$ cat src/hw/rtl/chunk_reassembly_tracker_top_assert.svh
// Assertion macros for the chunk reassembly tracker.
// Used by crt_datapath under hw/rtl; needs nothing else.
`ifndef CHUNK_REASSEMBLY_TRACKER_TOP_ASSERT_SVH
`define CHUNK_REASSEMBLY_TRACKER_TOP_ASSERT_SVH
// Same-cycle implication, disabled in reset.
`define CRT_ASSERT_NOW(label, clk, rst, ant, cons) \
   label: assert property (@(posedge clk) disable iff (rst) (ant) |-> (cons)) \
      else $error("assertion failed");
// Next-cycle implication, disabled in reset.
`define CRT_ASSERT_NEXT(label, clk, rst, ant, cons) \
   label: assert property (@(posedge clk) disable iff (rst) (ant) |=> (cons)) \
      else $error("assertion failed");
`endif

$ cat src/hw/rtl/crt_pkg.sv
// Package for the chunk reassembly tracker: types, codes and defaults.
// No dependencies.
`default_nettype none
package crt_pkg;
   localparam int TABLE_SLOTS_DEF  = 8;
   localparam int MAX_CHUNKS_DEF   = 64;
   localparam int HEADER_BYTES_DEF = 32;
   localparam int TOTAL_W = 7;

   typedef enum logic [3:0] {
      ST_ACCEPTED   = 4'd0,
      ST_COMPLETE   = 4'd1,
      ST_EMPTY      = 4'd2,
      ST_SHORT      = 4'd3,
      ST_SIZE       = 4'd4,
      ST_HEADER     = 4'd5,
      ST_BAD_INDEX  = 4'd6,
      ST_DUPLICATE  = 4'd7,
      ST_TABLE_FULL = 4'd8,
      ST_TOO_MANY   = 4'd9
   } status_type;

   typedef enum logic [1:0] {
      S_IDLE,
      S_CHECK,
      S_FINISH
   } state_type;

   typedef struct packed {
      logic load;
      logic check;
      logic finish;
   } cmd_type;

   typedef struct packed {
      logic out_busy;
   } stat_type;
endpackage
`default_nettype wire

$ cat src/hw/rtl/crt_ctrl.sv
// Controller state machine for the chunk reassembly tracker.
// Depends on crt_pkg.
`default_nettype none
module crt_ctrl (
   input  wire logic              clock,
   input  wire logic              reset,
   input  wire logic              req_valid,
   output logic                   req_ready,
   input  crt_pkg::stat_type      stat,
   output crt_pkg::cmd_type       cmd
);
   crt_pkg::state_type state_ff, state_in;

   always_ff @(posedge clock) begin
      if (reset) state_ff <= crt_pkg::S_IDLE;
      else       state_ff <= state_in;
   end

   always_comb begin
      state_in   = state_ff;
      req_ready  = 1'b0;
      cmd        = '0;
      unique case (state_ff)
         crt_pkg::S_IDLE: begin
            // take nothing while reset is held
            req_ready = !reset;
            if (req_valid && !reset) begin
               cmd.load = 1'b1;
               state_in = crt_pkg::S_CHECK;
            end
         end
         crt_pkg::S_CHECK: begin
            cmd.check = 1'b1;
            state_in  = crt_pkg::S_FINISH;
         end
         crt_pkg::S_FINISH: begin
            // hold until the output register is free
            if (!stat.out_busy) begin
               cmd.finish = 1'b1;
               state_in   = crt_pkg::S_IDLE;
            end
         end
         default: state_in = crt_pkg::S_IDLE;
      endcase
   end
endmodule
`default_nettype wire

$ cat src/hw/rtl/crt_datapath.sv
// Datapath for the chunk reassembly tracker: slot table, checks, delay, totals.
// Depends on crt_pkg and chunk_reassembly_tracker_top_assert.svh.
`default_nettype none
`include "chunk_reassembly_tracker_top_assert.svh"
module crt_datapath #(
   parameter int TABLE_SLOTS  = crt_pkg::TABLE_SLOTS_DEF,
   parameter int MAX_CHUNKS   = crt_pkg::MAX_CHUNKS_DEF,
   parameter int HEADER_BYTES = crt_pkg::HEADER_BYTES_DEF
) (
   input  wire logic                clock,
   input  wire logic                reset,
   input  crt_pkg::cmd_type         cmd,
   output crt_pkg::stat_type        stat,
   input  wire logic                csr_valid,
   input  wire logic [23:0]         csr_slo_limit_ms,
   input  wire logic [31:0]         req_file_sequence,
   input  wire logic [31:0]         req_file_size,
   input  wire logic [15:0]         req_total_chunks,
   input  wire logic [15:0]         req_chunk_number,
   input  wire logic [15:0]         req_declared_length,
   input  wire logic [15:0]         req_payload_length,
   input  wire logic [47:0]         req_sent_at_ms,
   input  wire logic [47:0]         req_arrived_at_ms,
   output logic                     rsp_valid,
   input  wire logic                rsp_ready,
   output crt_pkg::status_type      rsp_status,
   output logic [31:0]              rsp_file_bytes_received,
   output logic [47:0]              rsp_delivery_delay_ms,
   output logic                     rsp_slo_met,
   output logic [31:0]              rsp_files_total,
   output logic [31:0]              rsp_slo_met_total,
   output logic [47:0]              rsp_bytes_total
);
   localparam int SLOT_W = (TABLE_SLOTS > 1) ? $clog2(TABLE_SLOTS) : 1;
   localparam int MAP_W  = MAX_CHUNKS;
   localparam int TW     = crt_pkg::TOTAL_W;

   // latched transaction
   logic [31:0] seq_ff, fsize_ff;
   logic [15:0] total_ff, idx_ff, decl_ff, plen_ff;
   logic [47:0] sent_ff, arr_ff;

   logic [23:0] slo_ff;
   logic        tb_set_ff;
   logic [47:0] first_ff, start_ff;

   logic [TABLE_SLOTS-1:0] valid_ff;
   logic [31:0]   t_seq_ff   [TABLE_SLOTS];
   logic [31:0]   t_fsize_ff [TABLE_SLOTS];
   logic [TW-1:0] t_total_ff [TABLE_SLOTS];
   logic [TW-1:0] t_seen_ff  [TABLE_SLOTS];
   logic [31:0]   t_sum_ff   [TABLE_SLOTS];
   logic [47:0]   t_late_ff  [TABLE_SLOTS];
   logic [MAP_W-1:0] t_map_ff [TABLE_SLOTS];

   // check-stage results
   crt_pkg::status_type st_ff, st_in;
   logic [SLOT_W-1:0] slot_ff, slot_in;
   logic wr_ff, wr_in, drop_ff, drop_in;
   logic [TW-1:0] n_total_ff, n_total_in, n_seen_ff, n_seen_in;
   logic [31:0] n_sum_ff, n_sum_in;
   logic [47:0] n_late_ff, n_late_in;
   logic [MAP_W-1:0] n_map_ff, n_map_in;

   logic [31:0] cnt_ff, met_cnt_ff;
   logic [47:0] bytes_ff;
   logic        out_v_ff;

   // lookup
   logic hit_any, free_any;
   logic [SLOT_W-1:0] hit_idx, free_idx;
   logic [15:0] body_bytes;
   logic [TW-1:0] b_total, b_seen;
   logic [31:0] b_sum;
   logic [47:0] b_late;
   logic [MAP_W-1:0] b_map;
   logic dup_bit;

   always_comb begin
      hit_any  = 1'b0;
      free_any = 1'b0;
      hit_idx  = '0;
      free_idx = '0;
      for (int s = 0; s < TABLE_SLOTS; s++) begin
         if (valid_ff[s]) begin
            if (!hit_any && t_seq_ff[s] == seq_ff) begin
               hit_any = 1'b1;
               hit_idx = SLOT_W'(s);
            end
         end else if (!free_any) begin
            free_any = 1'b1;
            free_idx = SLOT_W'(s);
         end
      end
   end

   always_comb begin
      body_bytes = plen_ff - 16'(HEADER_BYTES);
      st_in    = crt_pkg::ST_ACCEPTED;
      slot_in  = hit_any ? hit_idx : free_idx;
      wr_in    = 1'b0;
      drop_in  = 1'b0;
      b_total  = hit_any ? t_total_ff[hit_idx] : total_ff[TW-1:0];
      b_seen   = hit_any ? t_seen_ff[hit_idx]  : '0;
      b_sum    = hit_any ? t_sum_ff[hit_idx]   : '0;
      b_late   = hit_any ? t_late_ff[hit_idx]  : '0;
      b_map    = hit_any ? t_map_ff[hit_idx]   : '0;
      dup_bit  = |((b_map >> idx_ff[5:0]) & MAP_W'(1));
      n_total_in = b_total;
      n_seen_in  = b_seen + TW'(1);
      n_sum_in   = b_sum + 32'(body_bytes);
      n_late_in  = (sent_ff > b_late) ? sent_ff : b_late;
      n_map_in   = b_map | (MAP_W'(1) << idx_ff[5:0]);
      if (plen_ff == 16'd0) st_in = crt_pkg::ST_EMPTY;
      else if (plen_ff < 16'(HEADER_BYTES)) st_in = crt_pkg::ST_SHORT;
      else if (body_bytes != decl_ff) st_in = crt_pkg::ST_SIZE;
      else if (hit_any) begin
         if (t_fsize_ff[hit_idx] != fsize_ff ||
             16'(t_total_ff[hit_idx]) != total_ff) begin
            st_in   = crt_pkg::ST_HEADER;
            drop_in = 1'b1;
         end else if (idx_ff >= 16'(b_total)) st_in = crt_pkg::ST_BAD_INDEX;
         else if (dup_bit) st_in = crt_pkg::ST_DUPLICATE;
         else wr_in = 1'b1;
      end else begin
         if (total_ff > 16'(MAX_CHUNKS)) st_in = crt_pkg::ST_TOO_MANY;
         else if (idx_ff >= total_ff) st_in = crt_pkg::ST_BAD_INDEX;
         else if (!free_any) st_in = crt_pkg::ST_TABLE_FULL;
         else wr_in = 1'b1;
      end
      if (wr_in && n_seen_in >= n_total_in) st_in = crt_pkg::ST_COMPLETE;
   end

   // delay of the completing file
   logic [47:0] rel;
   logic [48:0] end_t;
   logic [47:0] delay;
   logic        met;
   logic        done;
   always_comb begin
      rel   = (n_late_ff >= first_ff) ? n_late_ff - first_ff : '0;
      end_t = {1'b0, start_ff} + {1'b0, rel};
      if (end_t > {1'b0, sent_ff}) begin
         if (end_t - {1'b0, sent_ff} > 49'h0_FFFF_FFFF_FFFF) delay = '1;
         else delay = 48'(end_t - {1'b0, sent_ff});
      end else delay = '0;
      met  = (slo_ff == 24'd0) || (delay <= 48'(slo_ff));
      done = (st_ff == crt_pkg::ST_COMPLETE);
   end

   always_ff @(posedge clock) begin
      if (cmd.load) begin
         seq_ff   <= req_file_sequence;
         fsize_ff <= req_file_size;
         total_ff <= req_total_chunks;
         idx_ff   <= req_chunk_number;
         decl_ff  <= req_declared_length;
         plen_ff  <= req_payload_length;
         sent_ff  <= req_sent_at_ms;
         arr_ff   <= req_arrived_at_ms;
      end
      if (cmd.check) begin
         st_ff      <= st_in;
         slot_ff    <= slot_in;
         wr_ff      <= wr_in;
         drop_ff    <= drop_in;
         n_total_ff <= n_total_in;
         n_seen_ff  <= n_seen_in;
         n_sum_ff   <= n_sum_in;
         n_late_ff  <= n_late_in;
         n_map_ff   <= n_map_in;
      end
      if (cmd.finish && wr_ff) begin
         t_seq_ff[slot_ff]   <= seq_ff;
         t_fsize_ff[slot_ff] <= fsize_ff;
         t_total_ff[slot_ff] <= n_total_ff;
         t_seen_ff[slot_ff]  <= n_seen_ff;
         t_sum_ff[slot_ff]   <= n_sum_ff;
         t_late_ff[slot_ff]  <= n_late_ff;
         t_map_ff[slot_ff]   <= n_map_ff;
      end
      if (cmd.finish) begin
         rsp_status              <= st_ff;
         rsp_file_bytes_received <= done ? n_sum_ff : '0;
         rsp_delivery_delay_ms   <= done ? delay : '0;
         rsp_slo_met             <= done & met;
         rsp_files_total         <= cnt_ff + (done ? 32'd1 : 32'd0);
         rsp_slo_met_total       <= met_cnt_ff + ((done && met) ? 32'd1 : 32'd0);
         rsp_bytes_total         <= bytes_ff + (done ? 48'(n_sum_ff) : 48'd0);
      end
      if (reset) begin
         slo_ff     <= '0;
         tb_set_ff  <= 1'b0;
         first_ff   <= '0;
         start_ff   <= '0;
         valid_ff   <= '0;
         cnt_ff     <= '0;
         met_cnt_ff <= '0;
         bytes_ff   <= '0;
         out_v_ff   <= 1'b0;
      end else begin
         if (csr_valid) slo_ff <= csr_slo_limit_ms;
         // latch the sender time base on the first size-clean payload
         if (cmd.check && !tb_set_ff && st_in != crt_pkg::ST_EMPTY &&
             st_in != crt_pkg::ST_SHORT && st_in != crt_pkg::ST_SIZE) begin
            tb_set_ff <= 1'b1;
            first_ff  <= sent_ff;
            start_ff  <= arr_ff;
         end
         if (cmd.finish) begin
            if (drop_ff) valid_ff[slot_ff] <= 1'b0;
            else if (wr_ff) valid_ff[slot_ff] <= !done;
            if (done) begin
               cnt_ff   <= cnt_ff + 32'd1;
               bytes_ff <= bytes_ff + 48'(n_sum_ff);
               if (met) met_cnt_ff <= met_cnt_ff + 32'd1;
            end
         end
         if (cmd.finish) out_v_ff <= 1'b1;
         else if (rsp_ready) out_v_ff <= 1'b0;
      end
   end

   assign rsp_valid     = out_v_ff;
   assign stat.out_busy = out_v_ff && !rsp_ready;

   `CRT_ASSERT_NEXT(a_finish_shows, clock, reset, cmd.finish, rsp_valid)
   `CRT_ASSERT_NOW(a_zero_unless_done, clock, reset,
      rsp_valid && rsp_status != crt_pkg::ST_COMPLETE, rsp_delivery_delay_ms == 48'd0)
   `CRT_ASSERT_NEXT(a_count_step, clock, reset, cmd.finish && done,
      cnt_ff == $past(cnt_ff) + 32'd1)
endmodule
`default_nettype wire

$ cat src/hw/rtl/chunk_reassembly_tracker_top.sv
// Top level of the chunk reassembly tracker: controller plus datapath.
// Depends on crt_pkg, crt_ctrl and crt_datapath.
//
// Takes one chunk-header transaction at a time and answers each with exactly
// one result transaction. The result is registered after the header is
// accepted (table lookup and check, then write back with delay math) and can
// be taken by the consumer on the cycle after that; the next header can be
// accepted in that same cycle, so the block takes a new header only after the
// last result is registered, as set by the controller's capture/check/finish
// sequence. A result held by a stalled consumer stalls the finish step only.
// The file table has TABLE_SLOTS entries in flops; valid bits clear at reset,
// no clearing pass. Neither channel is ready while reset is held. The SLO
// limit register is written through csr_valid/csr_ready (ready whenever reset
// is low); write it only while idle.
`default_nettype none
module chunk_reassembly_tracker_top #(
   parameter int TABLE_SLOTS  = crt_pkg::TABLE_SLOTS_DEF,
   parameter int MAX_CHUNKS   = crt_pkg::MAX_CHUNKS_DEF,
   parameter int HEADER_BYTES = crt_pkg::HEADER_BYTES_DEF
) (
   input  wire logic           clock,
   input  wire logic           reset,
   input  wire logic           csr_valid,
   output logic                csr_ready,
   input  wire logic [23:0]    csr_slo_limit_ms,
   input  wire logic           req_valid,
   output logic                req_ready,
   input  wire logic [31:0]    req_file_sequence,
   input  wire logic [31:0]    req_file_size,
   input  wire logic [15:0]    req_total_chunks,
   input  wire logic [15:0]    req_chunk_number,
   input  wire logic [15:0]    req_declared_length,
   input  wire logic [15:0]    req_payload_length,
   input  wire logic [47:0]    req_sent_at_ms,
   input  wire logic [47:0]    req_arrived_at_ms,
   output logic                rsp_valid,
   input  wire logic           rsp_ready,
   output crt_pkg::status_type rsp_status,
   output logic [31:0]         rsp_file_bytes_received,
   output logic [47:0]         rsp_delivery_delay_ms,
   output logic                rsp_slo_met,
   output logic [31:0]         rsp_files_total,
   output logic [31:0]         rsp_slo_met_total,
   output logic [47:0]         rsp_bytes_total
);
   crt_pkg::cmd_type  cmd;
   crt_pkg::stat_type stat;

   // register write never stalls outside reset
   assign csr_ready = !reset;

   crt_ctrl u_ctrl (
      .clock     (clock),
      .reset     (reset),
      .req_valid (req_valid),
      .req_ready (req_ready),
      .stat      (stat),
      .cmd       (cmd)
   );

   crt_datapath #(
      .TABLE_SLOTS  (TABLE_SLOTS),
      .MAX_CHUNKS   (MAX_CHUNKS),
      .HEADER_BYTES (HEADER_BYTES)
   ) u_dp (
      .clock                   (clock),
      .reset                   (reset),
      .cmd                     (cmd),
      .stat                    (stat),
      .csr_valid               (csr_valid),
      .csr_slo_limit_ms        (csr_slo_limit_ms),
      .req_file_sequence       (req_file_sequence),
      .req_file_size           (req_file_size),
      .req_total_chunks        (req_total_chunks),
      .req_chunk_number        (req_chunk_number),
      .req_declared_length     (req_declared_length),
      .req_payload_length      (req_payload_length),
      .req_sent_at_ms          (req_sent_at_ms),
      .req_arrived_at_ms       (req_arrived_at_ms),
      .rsp_valid               (rsp_valid),
      .rsp_ready               (rsp_ready),
      .rsp_status              (rsp_status),
      .rsp_file_bytes_received (rsp_file_bytes_received),
      .rsp_delivery_delay_ms   (rsp_delivery_delay_ms),
      .rsp_slo_met             (rsp_slo_met),
      .rsp_files_total         (rsp_files_total),
      .rsp_slo_met_total       (rsp_slo_met_total),
      .rsp_bytes_total         (rsp_bytes_total)
   );
endmodule
`default_nettype wire

$ cat config.mk
export PLATFORM = sky130hd
export DESIGN_NAME = chunk_reassembly_tracker_top
export DESIGN_NICKNAME = d
export VERILOG_FILES = /design/src/hw/rtl/crt_pkg.sv /design/src/hw/rtl/crt_ctrl.sv /design/src/hw/rtl/crt_datapath.sv /design/src/hw/rtl/chunk_reassembly_tracker_top.sv
export VERILOG_INCLUDE_DIRS = /design/src /design/src/hw/rtl
export SDC_FILE = /design/constraint.sdc
export NUM_CORES = 2
export LEC_CHECK = 0
export BUFFER_PORTS_ARGS = -buffer_cell sky130_fd_sc_hd__buf_4
export CORE_ASPECT_RATIO = 1.25
export CORE_MARGIN = 2
export CORE_UTILIZATION = 40
export CTS_BUF_LIST = sky130_fd_sc_hd__clkbuf_8
export CTS_CLUSTER_SIZE = 12
export DETAILED_ROUTE_END_ITERATION = 8
export PLACE_DENSITY = 0.58
export SETUP_SLACK_MARGIN = 0.3
export SYNTH_ARGS = -nofsm -noshare
export SYNTH_HDL_FRONTEND = slang
export SYNTH_SLANG_ARGS = --single-unit
$ cat constraint.sdc
create_clock -name clock -period 53.9 [get_ports clock]
set_clock_uncertainty 0.05 [all_clocks]
set_input_delay 10.78 -clock clock [delete_from_list [all_inputs] [get_ports clock]]
set_output_delay 10.78 -clock clock [all_outputs]
set_load 0.05 [all_outputs]
==> results.md <==
* Antenna Nets Post-Route at 0
* I/O pin count at 453
* Async SR Flop Fraction at 0%
* CTS Hold Bufs at 0
* Ranking of synthesized cells by area: edfxtp_1, dfxtp_1, nand2_1
* Fraction of layout cells with a size suffix above 1 at 13.4%
* Top cell type's share of synthesized area at 60.2%
* Nets at 10.6k
* Min setup slack post-route at 30,690 ps
* Via count of the first global-routing pass at 80.5k
* Chip Width at 490 um
* Via count at 79.8k
* Post-route insts no fill at 14.2k
* Max cap viols at 0
* Setup TNS at 0 ps
* Total CTS buffers at 418
* Post-synth EDFFs at 2,364
* Yosys reg bits at 2,608
* RSZ-0062 raised after global routing: no
* Type of origin of the critical path: input port
* Area growth syn-to-layout at 13.8%
* Post-CTS resize count at 0
* Fillcell total at 26.5k
* Crit. End Element: output pin
* Worst Hold Slack at 403 ps
* Synth area leader: edfxtp_1
* Avg Cell Area, Syn at 12.6 um2
* Max-slew violations at 0
* Max incr delay on CP at 640 ps
* Post-synthesis cell type count at 110
* DRT Wirelength at 349,000 um
* Critical path peak fanout at 108
* Setup slack at placement at 30,630 ps
* First-pass GRT wire length at 513,000 um
* Worst path buffer plus inverter count at 3
* Synth Flop Type: edfxtp_1
* Worst Max-Slew Pin Slew at 1330 ps
* CP top delay family: buffers and inverters
* Max stage delay cell, worst path: inv_1
* Pwr dens at 30.7 mW/mm2
* WL/cell at 24.5 um
* Data required time at the worst endpoint at 43,070 ps
* Drt first pass iters at 7
* Root buf cell: clkbuf_8
* Cell Count Post-Placement at 13.5k
* Crit Path Class: in2out
* Status: complete, no violations
* Worst vdd ir at 0.0196 mV
* Most frequent cells in the layout: edfxtp_1, nand2_1, buf_4
* CTS clock-pin slew for the worst setup and hold paths at 60 ps
* Final worst path period share at 43.1%
* Post-synthesis cell count at 9,349
* Design Power at 0.00412 W
* Post CTS Setup Buffer Count at 0
* Tmin final at 23,210 ps
* Commonest non-fill, non-tap cell in the layout: edfxtp_1
* Largest net degree at the start of global routing at 132
* DRC at 0
* Syn nets at 9,942
* Final setup fails at 0
* Type of the most critical hold path: reg2reg
* Mapped Area at 0.118 mm2
* Ys Warns at 0
* Crit-path cells: clkbuf_8 > inv_1 > buf_4
* Relative slew slack at 9.29%
* Core box area at 0.293 mm2
* Gr usage total at 22.7%
* P_leak at 48.2 nW
* Antenna violations before repair at 11
* Clk buf depth at 4
* Die area at 0.299 mm2
* Row count at 222
* Via density at 5.60
* Sequential area share after synthesis at 64.4%
* Clk Latency, worst-skew pair at 1030 ps
* Initial Utilization at 40.3%
* IO buf count at 452
* RD Place Congestion at 0.923
* Total grt overflow at 0
* Max Clock Freq at 43.1 MHz
* H-tree depth at 5
* Number of hold violations in the final report at 0
* Worst EP arrival at 12,380 ps
* Die span in y at 611 um
* Detail Placement HPWL at 220,000 um
* Clk sinks at 2,608
* TritonCTS clock tree: built
* DRT iter0 DRCs at 7,194
==> metrics by stage <==
stage	utilization (%)	area, um2
floorplan	-	118000
global placement	43.1	126000
detailed placement	43.1	126000
CTS	45.8	134000
global route	45.8	134000
finish	45.8	134000
==> registers in the layout, indices dropped and copies added (netlist names), 48 cells and up <==
| signal | count |
|---|---|
| u_dp.n_late_ff | 48 |
| u_dp.start_ff | 48 |
| u_dp.arr_ff | 48 |
| u_dp.rsp_delivery_delay_ms | 48 |
| u_dp.sent_ff | 48 |
| u_dp.first_ff | 48 |
| u_dp.rsp_bytes_total | 48 |
| u_dp.bytes_ff | 48 |
| u_dp.t_late_ff | 384 |
| u_dp.t_map_ff | 512 |
| u_dp.t_sum_ff | 256 |
| u_dp.t_seen_ff | 56 |
| u_dp.t_total_ff | 56 |
| u_dp.t_fsize_ff | 256 |
| u_dp.n_map_ff | 64 |
| u_dp.t_seq_ff | 256 |
==> power by group <==
part	internal [W]	switching (W)	leakage (nW)	total, W
logic	0.0000778	0.000134	20.1	0.000212
registers	0.00222	0.0000242	23.5	0.00224
clock network	0.000861	0.000806	4.52	0.00167
total	0.00316	0.000964	48.2	0.00412
==> logic make-up (layout without fill, tap and decap cells) <==
logic type	Yosys count	count (layout)	synth area share (%)
XOR/XNOR	634	634	4.77
AND/OR/NAND/NOR	3062	3062	12.3
other	0	4	0
adder cells (fa/ha/maj)	340	340	3.65
flip-flops	2608	2608	64.4
AO/OA/AOI/OAI	1741	1741	9.86
buffers and inverters	689	1651	2.49
multiplexers	275	275	2.53
==> Yosys cell counts, types with 44 or more instances <==
library cell and instances:
inv_1 262, ha_1 334, nand3_1 344, nor2b_1 73
a221oi_1 121, buf_1 47, o21ai_0 308, clkbuf_1 253
a31oi_1 87, a21o_1 140, nor3_1 140, a211oi_1 46
nor2_1 435, mux2i_1 207, and3_1 138, edfxtp_1 2364
xnor2_1 293, buf_2 83, nand2b_1 88, a221o_1 54
nor4_1 118, a21oi_1 485, dfxtp_1 244, nand2_1 1285
or3_1 44, xor2_1 332, and2_1 121, o21a_1 45
nand4_1 115
==> final timing paths <==
check	startpoint	to	slack (ps)	depth (start not counted)
setup / recovery	reset	csr_ready	30690	3
hold / removal	u_dp.first_ff[21]	u_dp.first_ff[21]	400	2
setup reg to reg	u_dp.n_late_ff[0]	u_dp.rsp_slo_met_total[26]	38260	70
hold reg to reg	u_dp.first_ff[21]	u_dp.first_ff[21]	400	2
==> final cells by class <==
class / count / area, um2 / share of cell area [%]
sequential: 2608 / 75900 / 56.5
multi-input combinational: 6052 / 39500 / 29.4
clock buffer: 443 / 6100 / 4.54
timing repair buffer: 639 / 4950 / 3.69
tap: 3920 / 4900 / 3.65
clock inverter: 305 / 1910 / 1.42
inverter: 264 / 998 / 0.744
antenna: 4 / 10.0 / 0.00746
==> worst register-to-register path: cells and delay by family, from the launching register on <==
| kind | cells | cell delay [ps] |
|---|---|---|
| compound gates | 39 | 8630 |
| simple gates | 15 | 2940 |
| xor+xnor | 3 | 340 |
| buf+inv | 5 | 730 |
| fa+ha+maj | 8 | 2150 |
| flops | 1 | 530 |
==> layer usage <==
| layer | routed length [um] | vias up | GRT usage, % |
|---|---|---|---|
| met2 | 171000 | 3011 | 38.9 |
| met1 | 142000 | 39800 | 28.8 |
| met3 | 23600 | 667 | 3.87 |
| li1 | - | 36300 | - |
| met5 | 10 | - | 0 |
| met4 | 12500 | 2 | 8.15 |
Power figures use the tool's default switching activity.
